### config.mk
export PLATFORM = sky130hd
export DESIGN_NAME = cstw_ctrl
export DESIGN_NICKNAME = d
export VERILOG_FILES = /design/src/hdl/compose_sequence_trie_walker_core_macros.svh /design/src/hdl/cstw_pkg.sv /design/src/hdl/cstw_ctrl.sv
export SDC_FILE = /design/constraint.sdc
export NUM_CORES = 1
export LEC_CHECK = 0
export ABC_AREA = 1
export BUFFER_PORTS_ARGS = -buffer_cell sky130_fd_sc_hd__buf_2
export CAP_MARGIN = 20
export CORE_AREA = 2 2 39 41
export CTS_BUF_LIST = sky130_fd_sc_hd__clkbuf_4 sky130_fd_sc_hd__clkbuf_8
export DETAILED_ROUTE_END_ITERATION = 12
export DIE_AREA = 0 0 41 43
export GPL_TIMING_DRIVEN = 0
export HOLD_SLACK_MARGIN = 0.02
export SLEW_MARGIN = 40
export SYNTH_ARGS = -nofsm -noshare
export SYNTH_HDL_FRONTEND = slang
export SYNTH_SLANG_ARGS = --single-unit
### constraint.sdc
create_clock -name aclk -period 1.1 [get_ports aclk]
set_clock_uncertainty 0.1 [all_clocks]
set_input_delay 0.165 -clock aclk [delete_from_list [all_inputs] [get_ports aclk]]
set_output_delay 0.165 -clock aclk [all_outputs]
set_load 0.005 [all_outputs]
### src/hdl/compose_sequence_trie_walker_core_macros.svh
// ----------------------------------------------------------------------------
// Compose sequence trie walker - assertion macros
// Shared concurrent assertion forms, clocked on aclk with aresetn as reset.
// ----------------------------------------------------------------------------
`ifndef COMPOSE_SEQUENCE_TRIE_WALKER_CORE_MACROS_SVH
`define COMPOSE_SEQUENCE_TRIE_WALKER_CORE_MACROS_SVH

// Same-cycle implication: when ante holds, cons holds in that cycle.
`define CSTW_ASSERT_NOW(label, ante, cons, msg) \
    label: assert property (@(posedge aclk) disable iff (!aresetn) \
        (ante) |-> (cons)) else $error(msg);

// Next-cycle implication: when ante holds, cons holds in the next cycle.
`define CSTW_ASSERT_NEXT(label, ante, cons, msg) \
    label: assert property (@(posedge aclk) disable iff (!aresetn) \
        (ante) |=> (cons)) else $error(msg);

`endif

### src/hdl/cstw_pkg.sv
`timescale 1ns / 1ps
// ----------------------------------------------------------------------------
// cstw_pkg
// Types and constants shared by the trie walker controller, datapath and top.
// ----------------------------------------------------------------------------
package cstw_pkg;

    localparam int CMD_W    = 2;
    localparam int STATUS_W = 2;
    localparam int LAYER_W  = 3;
    localparam int KEY_W    = 8;
    localparam int IDX_W    = 9;
    localparam int CODE_W   = 16;
    // start index plus offset within a node, both 9 bits
    localparam int SCAN_W   = IDX_W + 1;

    // s_axis_tdata layout, lowest bit first
    localparam int LAYER_LSB = 0;
    localparam int KEY_LSB   = LAYER_LSB + LAYER_W;
    localparam int ADDR_LSB  = KEY_LSB + KEY_W;
    localparam int HDR_BIT   = ADDR_LSB + IDX_W;
    localparam int SYM_BIT   = HDR_BIT + 1;
    localparam int TGT_LSB   = SYM_BIT + 1;
    localparam int WORD_LSB  = TGT_LSB + IDX_W;
    localparam int S_TDATA_W = 48;
    localparam int M_TDATA_W = CODE_W;

    typedef enum logic [CMD_W-1:0] {
        CMD_KEY     = 2'd0,
        CMD_WR_NODE = 2'd1,
        CMD_WR_SYM  = 2'd2,
        CMD_RETURN  = 2'd3
    } cmd_t;

    typedef enum logic [STATUS_W-1:0] {
        STAT_NOMATCH = 2'd0,
        STAT_PENDING = 2'd1,
        STAT_SYMBOL  = 2'd2,
        STAT_DONE    = 2'd3
    } status_t;

    typedef enum logic [2:0] {
        RES_DONE,
        RES_RETURN,
        RES_NOMATCH,
        RES_CHILD,
        RES_SYMBOL
    } res_kind_t;

    typedef enum logic [2:0] {
        S_IDLE,
        S_HEAD,
        S_HEAD_WAIT,
        S_SCAN,
        S_SYM,
        S_EMIT
    } state_t;

    typedef struct packed {
        logic               hdr;
        logic               sym;
        logic [LAYER_W-1:0] layer;
        logic [KEY_W-1:0]   key;
        logic [IDX_W-1:0]   tgt;
    } node_entry_t;

    // controller -> datapath
    typedef struct packed {
        logic      load_item;
        logic      wr_node;
        logic      wr_sym;
        logic      rd_head;
        logic      scan_init;
        logic      scan_step;
        logic      sym_rd;
        logic      set_res;
        res_kind_t res_kind;
        logic      emit;
    } ctl_cmd_t;

    // datapath -> controller
    typedef struct packed {
        logic hit;
        logic hit_sym;
        logic scan_end;
        logic out_free;
    } dp_sts_t;

endpackage

### src/hdl/cstw_ctrl.sv
`timescale 1ns / 1ps
// ----------------------------------------------------------------------------
// cstw_ctrl
// Sequencer for the trie walker: command decode, node scan and result hand-off.
// ----------------------------------------------------------------------------
module cstw_ctrl (
    input  logic               aclk,
    input  logic               aresetn,
    input  logic               s_tvalid,
    input  cstw_pkg::cmd_t     s_cmd,
    output logic               s_tready,
    input  cstw_pkg::dp_sts_t  sts,
    output cstw_pkg::ctl_cmd_t ctl
);
    import cstw_pkg::*;

    state_t state_reg;
    state_t state_next;

    always_ff @(posedge aclk) begin
        if (!aresetn) begin
            state_reg <= S_IDLE;
        end else begin
            state_reg <= state_next;
        end
    end

    always_comb begin
        state_next   = state_reg;
        ctl          = '0;
        ctl.res_kind = RES_DONE;
        s_tready     = 1'b0;
        unique case (state_reg)
            S_IDLE: begin
                s_tready = 1'b1;
                if (s_tvalid) begin
                    ctl.load_item = 1'b1;
                    unique case (s_cmd)
                        CMD_KEY: begin
                            state_next = S_HEAD;
                        end
                        CMD_WR_NODE: begin
                            ctl.wr_node = 1'b1;
                            ctl.set_res = 1'b1;
                            state_next  = S_EMIT;
                        end
                        CMD_WR_SYM: begin
                            ctl.wr_sym  = 1'b1;
                            ctl.set_res = 1'b1;
                            state_next  = S_EMIT;
                        end
                        CMD_RETURN: begin
                            ctl.set_res  = 1'b1;
                            ctl.res_kind = RES_RETURN;
                            state_next   = S_EMIT;
                        end
                        default: begin
                            state_next = S_IDLE;
                        end
                    endcase
                end
            end
            S_HEAD: begin
                ctl.rd_head = 1'b1;
                state_next  = S_HEAD_WAIT;
            end
            S_HEAD_WAIT: begin
                ctl.scan_init = 1'b1;
                state_next    = S_SCAN;
            end
            S_SCAN: begin
                ctl.scan_step = 1'b1;
                if (sts.hit) begin
                    if (sts.hit_sym) begin
                        ctl.sym_rd = 1'b1;
                        state_next = S_SYM;
                    end else begin
                        ctl.set_res  = 1'b1;
                        ctl.res_kind = RES_CHILD;
                        state_next   = S_EMIT;
                    end
                end else if (sts.scan_end) begin
                    ctl.set_res  = 1'b1;
                    ctl.res_kind = RES_NOMATCH;
                    state_next   = S_EMIT;
                end
            end
            S_SYM: begin
                ctl.set_res  = 1'b1;
                ctl.res_kind = RES_SYMBOL;
                state_next   = S_EMIT;
            end
            S_EMIT: begin
                if (sts.out_free) begin
                    ctl.emit   = 1'b1;
                    state_next = S_IDLE;
                end
            end
            default: begin
                state_next = S_IDLE;
            end
        endcase
    end

endmodule

# After elaboration in Yosys (flattened, before gate mapping)
# Cells that the tools add are included.
dict set report classes {
  n_addsub 0
  n_mul 0
  div 0
  n_lt_le_gt_ge 0
  n_eq_ne 11
  shifts 0
  n_mux 26
  bitwise 0
  n_reduce_logical 4
}
# operator count
set op_table {}
lappend op_table {{two-way mux 3 bit} 6}
lappend op_table {{one-hot mux 3 bit (6 select lines)} 1}
lappend op_table {{two-way mux 4 bit} 4}
lappend op_table {{two-way mux 1 bit} 12}
lappend op_table {{one-hot mux 4 bit (3 select lines)} 1}
lappend op_table {{equality test 3 x 2 -> 1 bit (second input constant)} 2}
lappend op_table {{equality test 3 bit (second input constant)} 2}
lappend op_table {{one-hot mux 3 bit (2 select lines)} 1}
lappend op_table {{equality test 2 bit (second input constant)} 2}
lappend op_table {{inequality test 2 bit (second input constant)} 2}
lappend op_table {{equality test 3 x 1 -> 1 bit (second input constant)} 1}
lappend op_table {{zero test 3 bit} 1}
lappend op_table {{inequality test 3 bit (second input constant)} 1}
lappend op_table {{AND reduction 3 bit} 1}
lappend op_table {{OR reduction 3 bit} 1}
lappend op_table {{equality test 2 x 1 -> 1 bit (second input constant)} 1}
lappend op_table {{zero test 2 bit} 1}
lappend op_table {{two-way mux 2 bit} 1}
dict set report totals {
  register_bits 3
  latch_bits 0
  ramBits 0
  romBits 0
  word_cells 42
  n_memories 0
}

# Logic depth before layout (Yosys ltp)
# Gate-level depths: netlist (run 1).
dict set report depth {
  ltp_word 5
  ltp_mapped 8
  ltp_nobuf 8
}

# Worst setup path before layout (run 1)
# No wires, ideal clock.
dict set report synth_path {
  path_kind {flip-flop to output port}
  start {register state_reg[1]}
  end {output ctl[4] (netlist name)}
  arrival_ns 0.977
  required_time_ns 0.835
  path_slack_ns -0.142
  path_stages_with_launch 6
  path_buffers 0
  cell_sequence {dfxtp_1 nor2_2 nand2_2 nor2_2 inv_2 o21ai_2}
}
# element line_no
set synth_rtl {}
lappend synth_rtl {{from (decl)} cstw_ctrl.sv:17} ;# state_t state_reg;
lappend synth_rtl {{from (signal assigned)} cstw_ctrl.sv:24} ;# state_reg <= state_next;
lappend synth_rtl {{to (decl)} cstw_ctrl.sv:13} ;# output cstw_pkg::ctl_cmd_t ctl

==> results of run 1 <==
## layer usage
layer,track usage (%),vias up
li1,-,240
met1,16.9,197
met2,19.7,16
met3,0,0
met4,8.00,0
met5,0,-
## cell type report
class                           instances  area (um^2)
Tap cell                               16         20.0
Inverter                               13         53.8
Timing Repair Buffer                   29          169
Sequential cell                         3         71.3
Multi-Input combinational cell         41          275
Clock buffer                            4         30.0
Fill cell                             140          764
## Yosys cell counts
cell type	number	area share, %
inv_1	11	12
nand2_1	9	9.9
nor2_1	8	8.8
nand2_2	6	11
nor2_2	4	7.4
dfxtp_1	3	18
nand3_1	3	4.4
nor3_1	3	4.4
inv_2	2	2.2
nor2_4	2	6.6
a21oi_1	1	1.5
a31oi_1	1	1.8
nand3_4	1	5.1
nor3_2	1	2.9
o21ai_1	1	1.5
o21ai_2	1	2.6
## where the power goes
group          switching, mW  internal [mW]
logic                  0.421          0.391
clock network         0.0527          0.160
registers             0.0844          0.173
total                  0.558          0.724
## worst min-delay path, cell delays in order
cell	delay (ns)
buf_2	0.11
inv_1	0.05
a31oi_1	0.03
## through the flow
stage          total power [mW]  worst slack (ns)  area, um^2  TNS (ns)  hold WS, ns
6_report                   1.28            -0.361         619     -3.54       0.0683
5_1_grt                    1.40            -0.462         619     -4.66       0.0897
4_1_cts                    1.20            -0.376         584     -3.62       0.0679
3_5_place_dp              0.825            -0.192         480     -1.04        0.307
3_3_place_gp              0.818            -0.196         480     -1.04        0.300
2_1_floorplan             0.640           -0.0329         355   -0.0607        0.167
## kinds of logic (layout without fill, tap and decap cells)
group,after synthesis,count (layout),synth area share [%]
flops,3,3,17.6
compound gates,4,4,7.35
simple gates,37,37,60.7
buf+inv,13,46,14.3
## timing repair
action	CTS	global route
resized for setup	9	7
cloned	0	0
pin swaps	4	1
setup buffers	6	2
setup endpoints to repair	15	16
## worst paths after layout
kind                                  start                         to  slack (ns)
setup reg to reg  state_reg[0]$_SDFFE_PN0P_  state_reg[0]$_SDFFE_PN0P_       -0.25
setup / recovery  state_reg[1]$_SDFFE_PN0P_                     ctl[1]       -0.36
hold reg to reg   state_reg[2]$_SDFFE_PN0P_  state_reg[1]$_SDFFE_PN0P_        0.51
hold / removal                      aresetn  state_reg[1]$_SDFFE_PN0P_        0.07
==> summary.md, run 1 <==
| Metric | Value |
|---|---|
| Status | complete, but fails checks |
| Violated checks | negative setup slack |
| Reg2Reg Depth | 10 |
| Distinct cell type count after synthesis | 16 |
| Post-route insts no fill | 106 |
| Die height | 43 um |
| Synthesized Nets | 66 |
| CTS tree | yes |
| Hold Path Class | in2reg |
| Synth Register Bits | 3 |
| Worst Path Required | 0.83 ns |
| Nets | 100 |
| RSZ-0062 raised after global routing | true |
| 1st-iter DRT viols | 8 |
| Initial core utilization | 24.6% |
| CTS sink cnt | 3 |
| Via count | 453 |
| Vias in the first global route | 417 |
| Ant diodes | 0 |
| Number of buffers created by CTS | 3 |
| Initial antenna violation count | 0 |
| Synthesized area | 340 um^2 |
| Die Wd | 41 um |
| Crit-path cells | nor2_4 -> nand2_2 -> nor2_4 -> nand3_1 -> o21ai_1 -> buf_2 |
| GRT Overall Usage | 12.8% |
| Reg clk slew, reported paths | 0.04 ns |
| Peak supply drop | 0.826 mV |
| Total gr overflow | 0 |
| Row cnt | 14 |
| Most common cell after layout, fill and taps aside | buf_2 |
| Max reg flops | 3 |
| CP max FO | 3 |
| Final setup viols | 16 |
| Max cap viols | 0 |
| IO Port Bufs | 21 |
| Slew HR | 86.9% |
| Clk_lat worst skew | 0.23 ns |
| CTS root buf | clkbuf_4 |
| Detailed placement HPWL | 667 um |
| Area grow syn2layout | 82.0% |
| Setup CP Type | reg2out |
| Post-route worst setup slack | -0.361 ns |
| Sequential area share after synthesis | 17.6% |
| Tmin final | 1.46 ns |
| Antenna Violating Nets Remaining | 0 |
| Routed length on met2 | 463 um |
| Uppermost layer routed | met3 |
| Worst Path Buf+Inv | 1 |
| Inst Count DP | 94 |
| Commonest cells after routing, fill and taps aside | buf_2, nand2_1, inv_1 |
| Core area | 1380 um^2 |
| Hold Vio Cnt, Final | 0 |
| DR WL/cell | 8.58 um |
| Most frequent CP cell | nor2_4 |
| Worst slew pin tran | 0.195 ns |
| Placer's final routability congestion estimate | 0.697 |
| Critical path depth | 6 |
| IO Pins | 22 |
| Warnings from Yosys | 0 |
| Worst setup SP type | flop |
| Syn Inst Count | 57 |
| Crit path largest cell delay | 0.35 ns |
| DRT met1 WL | 389 um |
| Largest net degree at the start of global routing | 8 |
| DR DRC count | 0 |
| Metal3 WL | 56 um |
| DRT Pass-1 Iters | 4 |
| CP top delay family | simple AND/OR/NAND/NOR gates |
| Final Util | 44.8% |
| Htree depth | 1 |
| Tcrit/Tclk final | 133% |
| CTS Hold Bufs | 0 |
| Mean Syn Cell Area | 5.97 um^2 |
| Die area | 1760 um^2 |
| Slowest stage cell, crit path | dfxtp_4 |
| Arrival time worst endpoint | 1.20 ns |
| First-pass GRT wire length | 1570 um |
| Routed vias/inst | 4.27 |
| Layout cells sized above 1 | 68.9% |
| DRT Wirelength | 909 um |
| Crit end category | output pin |
| Lkg Pwr | 0.348 nW |
| Max clock buf depth | 2 |
| Highest Clock Rate | 0.684 GHz |
| Cell Pwr Density | 2070 nW/um^2 |
| Slew Limit Fails | 0 |
| WHS Path Cells | 3 |
Power figures use the tool's default switching activity.
==> run 2, diff against run 1 <==
- clock period: 1.1 -> 1.25 ns (I/O delays scaled with it)
==> summary.md, run 2 (synthesis results as in run 1) <==
| Metric | Value |
|---|---|
| Routed vias/inst | 4.29 (+0.31%) |
| DRT Wirelength | 972 um (+6.9%) |
| Clk_lat worst skew | 0.24 ns (about the same) |
| Reg2Reg Depth | 9 (-1) |
| Peak supply drop | 0.725 mV (-12%) |
| CTS root buf | clkbuf_4 |
| CTS Hold Bufs | 0 (unchanged) |
| Initial antenna violation count | 0 (unchanged) |
| DR DRC count | 0 (unchanged) |
| Total gr overflow | 0 (unchanged) |
| Tcrit/Tclk final | 119% |
| Slowest stage cell, crit path | dfxtp_4 |
| Max reg flops | 3 (unchanged) |
| Final Util | 45.8% (+1.1 points) |
| Commonest cells after routing, fill and taps aside | buf_2, inv_1, nand2_1 |
| Die Wd | 41 um (unchanged) |
| Via count | 463 (+2.2%) |
| Fill count | 141 (+0.71%) |
| Placer's final routability congestion estimate | 0.766 (+9.9%) |
| Post-route worst setup slack | -0.234 ns (+0.127 ns) |
| Layout cells sized above 1 | 65.2% (-3.7 points) |
| Antenna Violating Nets Remaining | 0 (unchanged) |
| Tmin final | 1.48 ns |
| Highest Clock Rate | 0.674 GHz |
| Crit end category | output pin |
| Most common cell after layout, fill and taps aside | buf_2 |
| Area grow syn2layout | 86.4% |
| Die area | 1760 um^2 (unchanged) |
| Vias in the first global route | 442 (+6.0%) |
| CP top delay family | flip-flops |
| Lkg Pwr | 0.356 nW (+2.4%) |
| Worst Path Required | 0.96 ns (+0.13 ns) |
| Arrival time worst endpoint | 1.20 ns (about the same) |
| Slew Limit Fails | 0 (unchanged) |
| Hold Vio Cnt, Final | 0 (unchanged) |
| Core area | 1380 um^2 (unchanged) |
| CTS tree | yes |
| IO Pins | 22 (unchanged) |
| Largest net degree at the start of global routing | 7 (-1) |
| Critical path depth | 7 (+1) |
| Max cap viols | 0 (unchanged) |
| Htree depth | 1 (unchanged) |
| Status | complete, but fails checks |
| DR WL/cell | 9.00 um (+5.0%) |
| Final Total Pwr | 1.22 mW (-4.6%) |
| CP max FO | 4 (+1) |
| Hold Path Class | in2reg |
| First-pass GRT wire length | 1630 um (+4.0%) |
| Die height | 43 um (unchanged) |
| Max clock buf depth | 2 (unchanged) |
| Final TNS setup | -1.89 ns (+1.65 ns) |
| 1st-iter DRT viols | 10 (+2) |
| Setup CP Type | reg2out |
| Row cnt | 14 (unchanged) |
| WHS Path Cells | 3 (unchanged) |
| Initial core utilization | 24.6% (unchanged) |
| Reg clk slew, reported paths | 0.04 ns (about the same) |
| Worst Path Buf+Inv | 3 (+2) |
| IO Port Bufs | 21 (unchanged) |
| CTS sink cnt | 3 (unchanged) |
| Violated checks | negative setup slack |
| Crit path largest cell delay | 0.37 ns (+0.02 ns) |
| Number of buffers created by CTS | 3 (unchanged) |
| Ant diodes | 0 (unchanged) |
| GRT Overall Usage | 12.7% (-0.10 points) |
| Detailed placement HPWL | 658 um (-1.4%) |
| DRT Pass-1 Iters | 4 (unchanged) |
| Slew HR | 86.1% (-0.77 points) |
| Final setup viols | 14 (-2) |
| Crit-path cells | nor2_4 -> buf_4 -> nand2_1 -> inv_1 -> nor2_1 -> o21ai_2 -> buf_2 |
| Worst setup SP type | flop |
| Nets | 102 (+2.0%) |
| Worst slew pin tran | 0.207 ns (+0.0116 ns) |
| Cell Pwr Density | 1930 nW/um^2 (-6.9%) |
| RSZ-0062 raised after global routing | true |
-- run 2: worst paths after layout --
| path | endpoint | start | slack, ns |
|---|---|---|---|
| min reg2reg | state_reg[1]$_SDFFE_PN0P_ | state_reg[1]$_SDFFE_PN0P_ | 0.56 |
| min | state_reg[1]$_SDFFE_PN0P_ | aresetn | 0.07 |
| max reg2reg | state_reg[0]$_SDFFE_PN0P_ | state_reg[0]$_SDFFE_PN0P_ | -0.03 |
| max | ctl[4] | state_reg[0]$_SDFFE_PN0P_ | -0.23 |
-- run 2: worst register-to-register path: stages (launching register included) --
cell and delay (ns):
dfxtp_4 0.37, inv_1 0.11, nor2_2 0.13, nand2_1 0.07, buf_4 0.14, nor2_4 0.07
nor2_2 0.05, nand2_1 0.05, nand2_1 0.05, nor2_2 0.07
-- run 2: power breakdown --
group	leakage (nW)	internal, mW	switching (mW)	total (mW)
logic	0.311	0.406	0.384	0.790
registers	0.0267	0.152	0.0744	0.226
clock network	0.0184	0.142	0.0632	0.205
-- run 2: cell type report --
class	instances	area, um^2	share of cell area, %
clock buffers	4	30.0	4.73
inverters	13	51.3	8.09
multi-input cells	41	263	41.4
flip-flops and latches	3	71.3	11.2
well taps	16	20.0	3.16
repair buffers	31	199	31.4
-- run 2: repair_timing --
| action | 4_1_cts | 5_1_grt |
|---|---|---|
| buffers inserted | 8 | 2 |
| gates cloned | 0 | 0 |
| pin swaps | 5 | 3 |
| hold endpoints to repair | 0 | 0 |
| setup endpoints to repair | 13 | 15 |
| gates resized for setup | 14 | 4 |
-- run 2: stage by stage --
stage                     cell area [um^2]  hold WS (ns)  std cells  setup slack [ns]
after global placement                 472         0.323         94            -0.131
after detailed placement               472         0.321         94            -0.134
final                                  634        0.0702        108            -0.234
after CTS                              607        0.0780        106            -0.235
after floorplan                        347         0.189         57           0.00828
after global routing                   634        0.0976        108            -0.316
-- run 2: metal layers --
metal / wire length [um] / vias to the layer above / GRT usage [%] / part of all wire (%)
li1: - / 243 / - / -
met1: 367 / 205 / 16.6 / 38
met2: 542 / 13 / 20.6 / 56
met3: 54 / 2 / 0 / 5.6
met4: 8 / 0 / 6.00 / 0.82
met5: 0 / - / 0 / 0
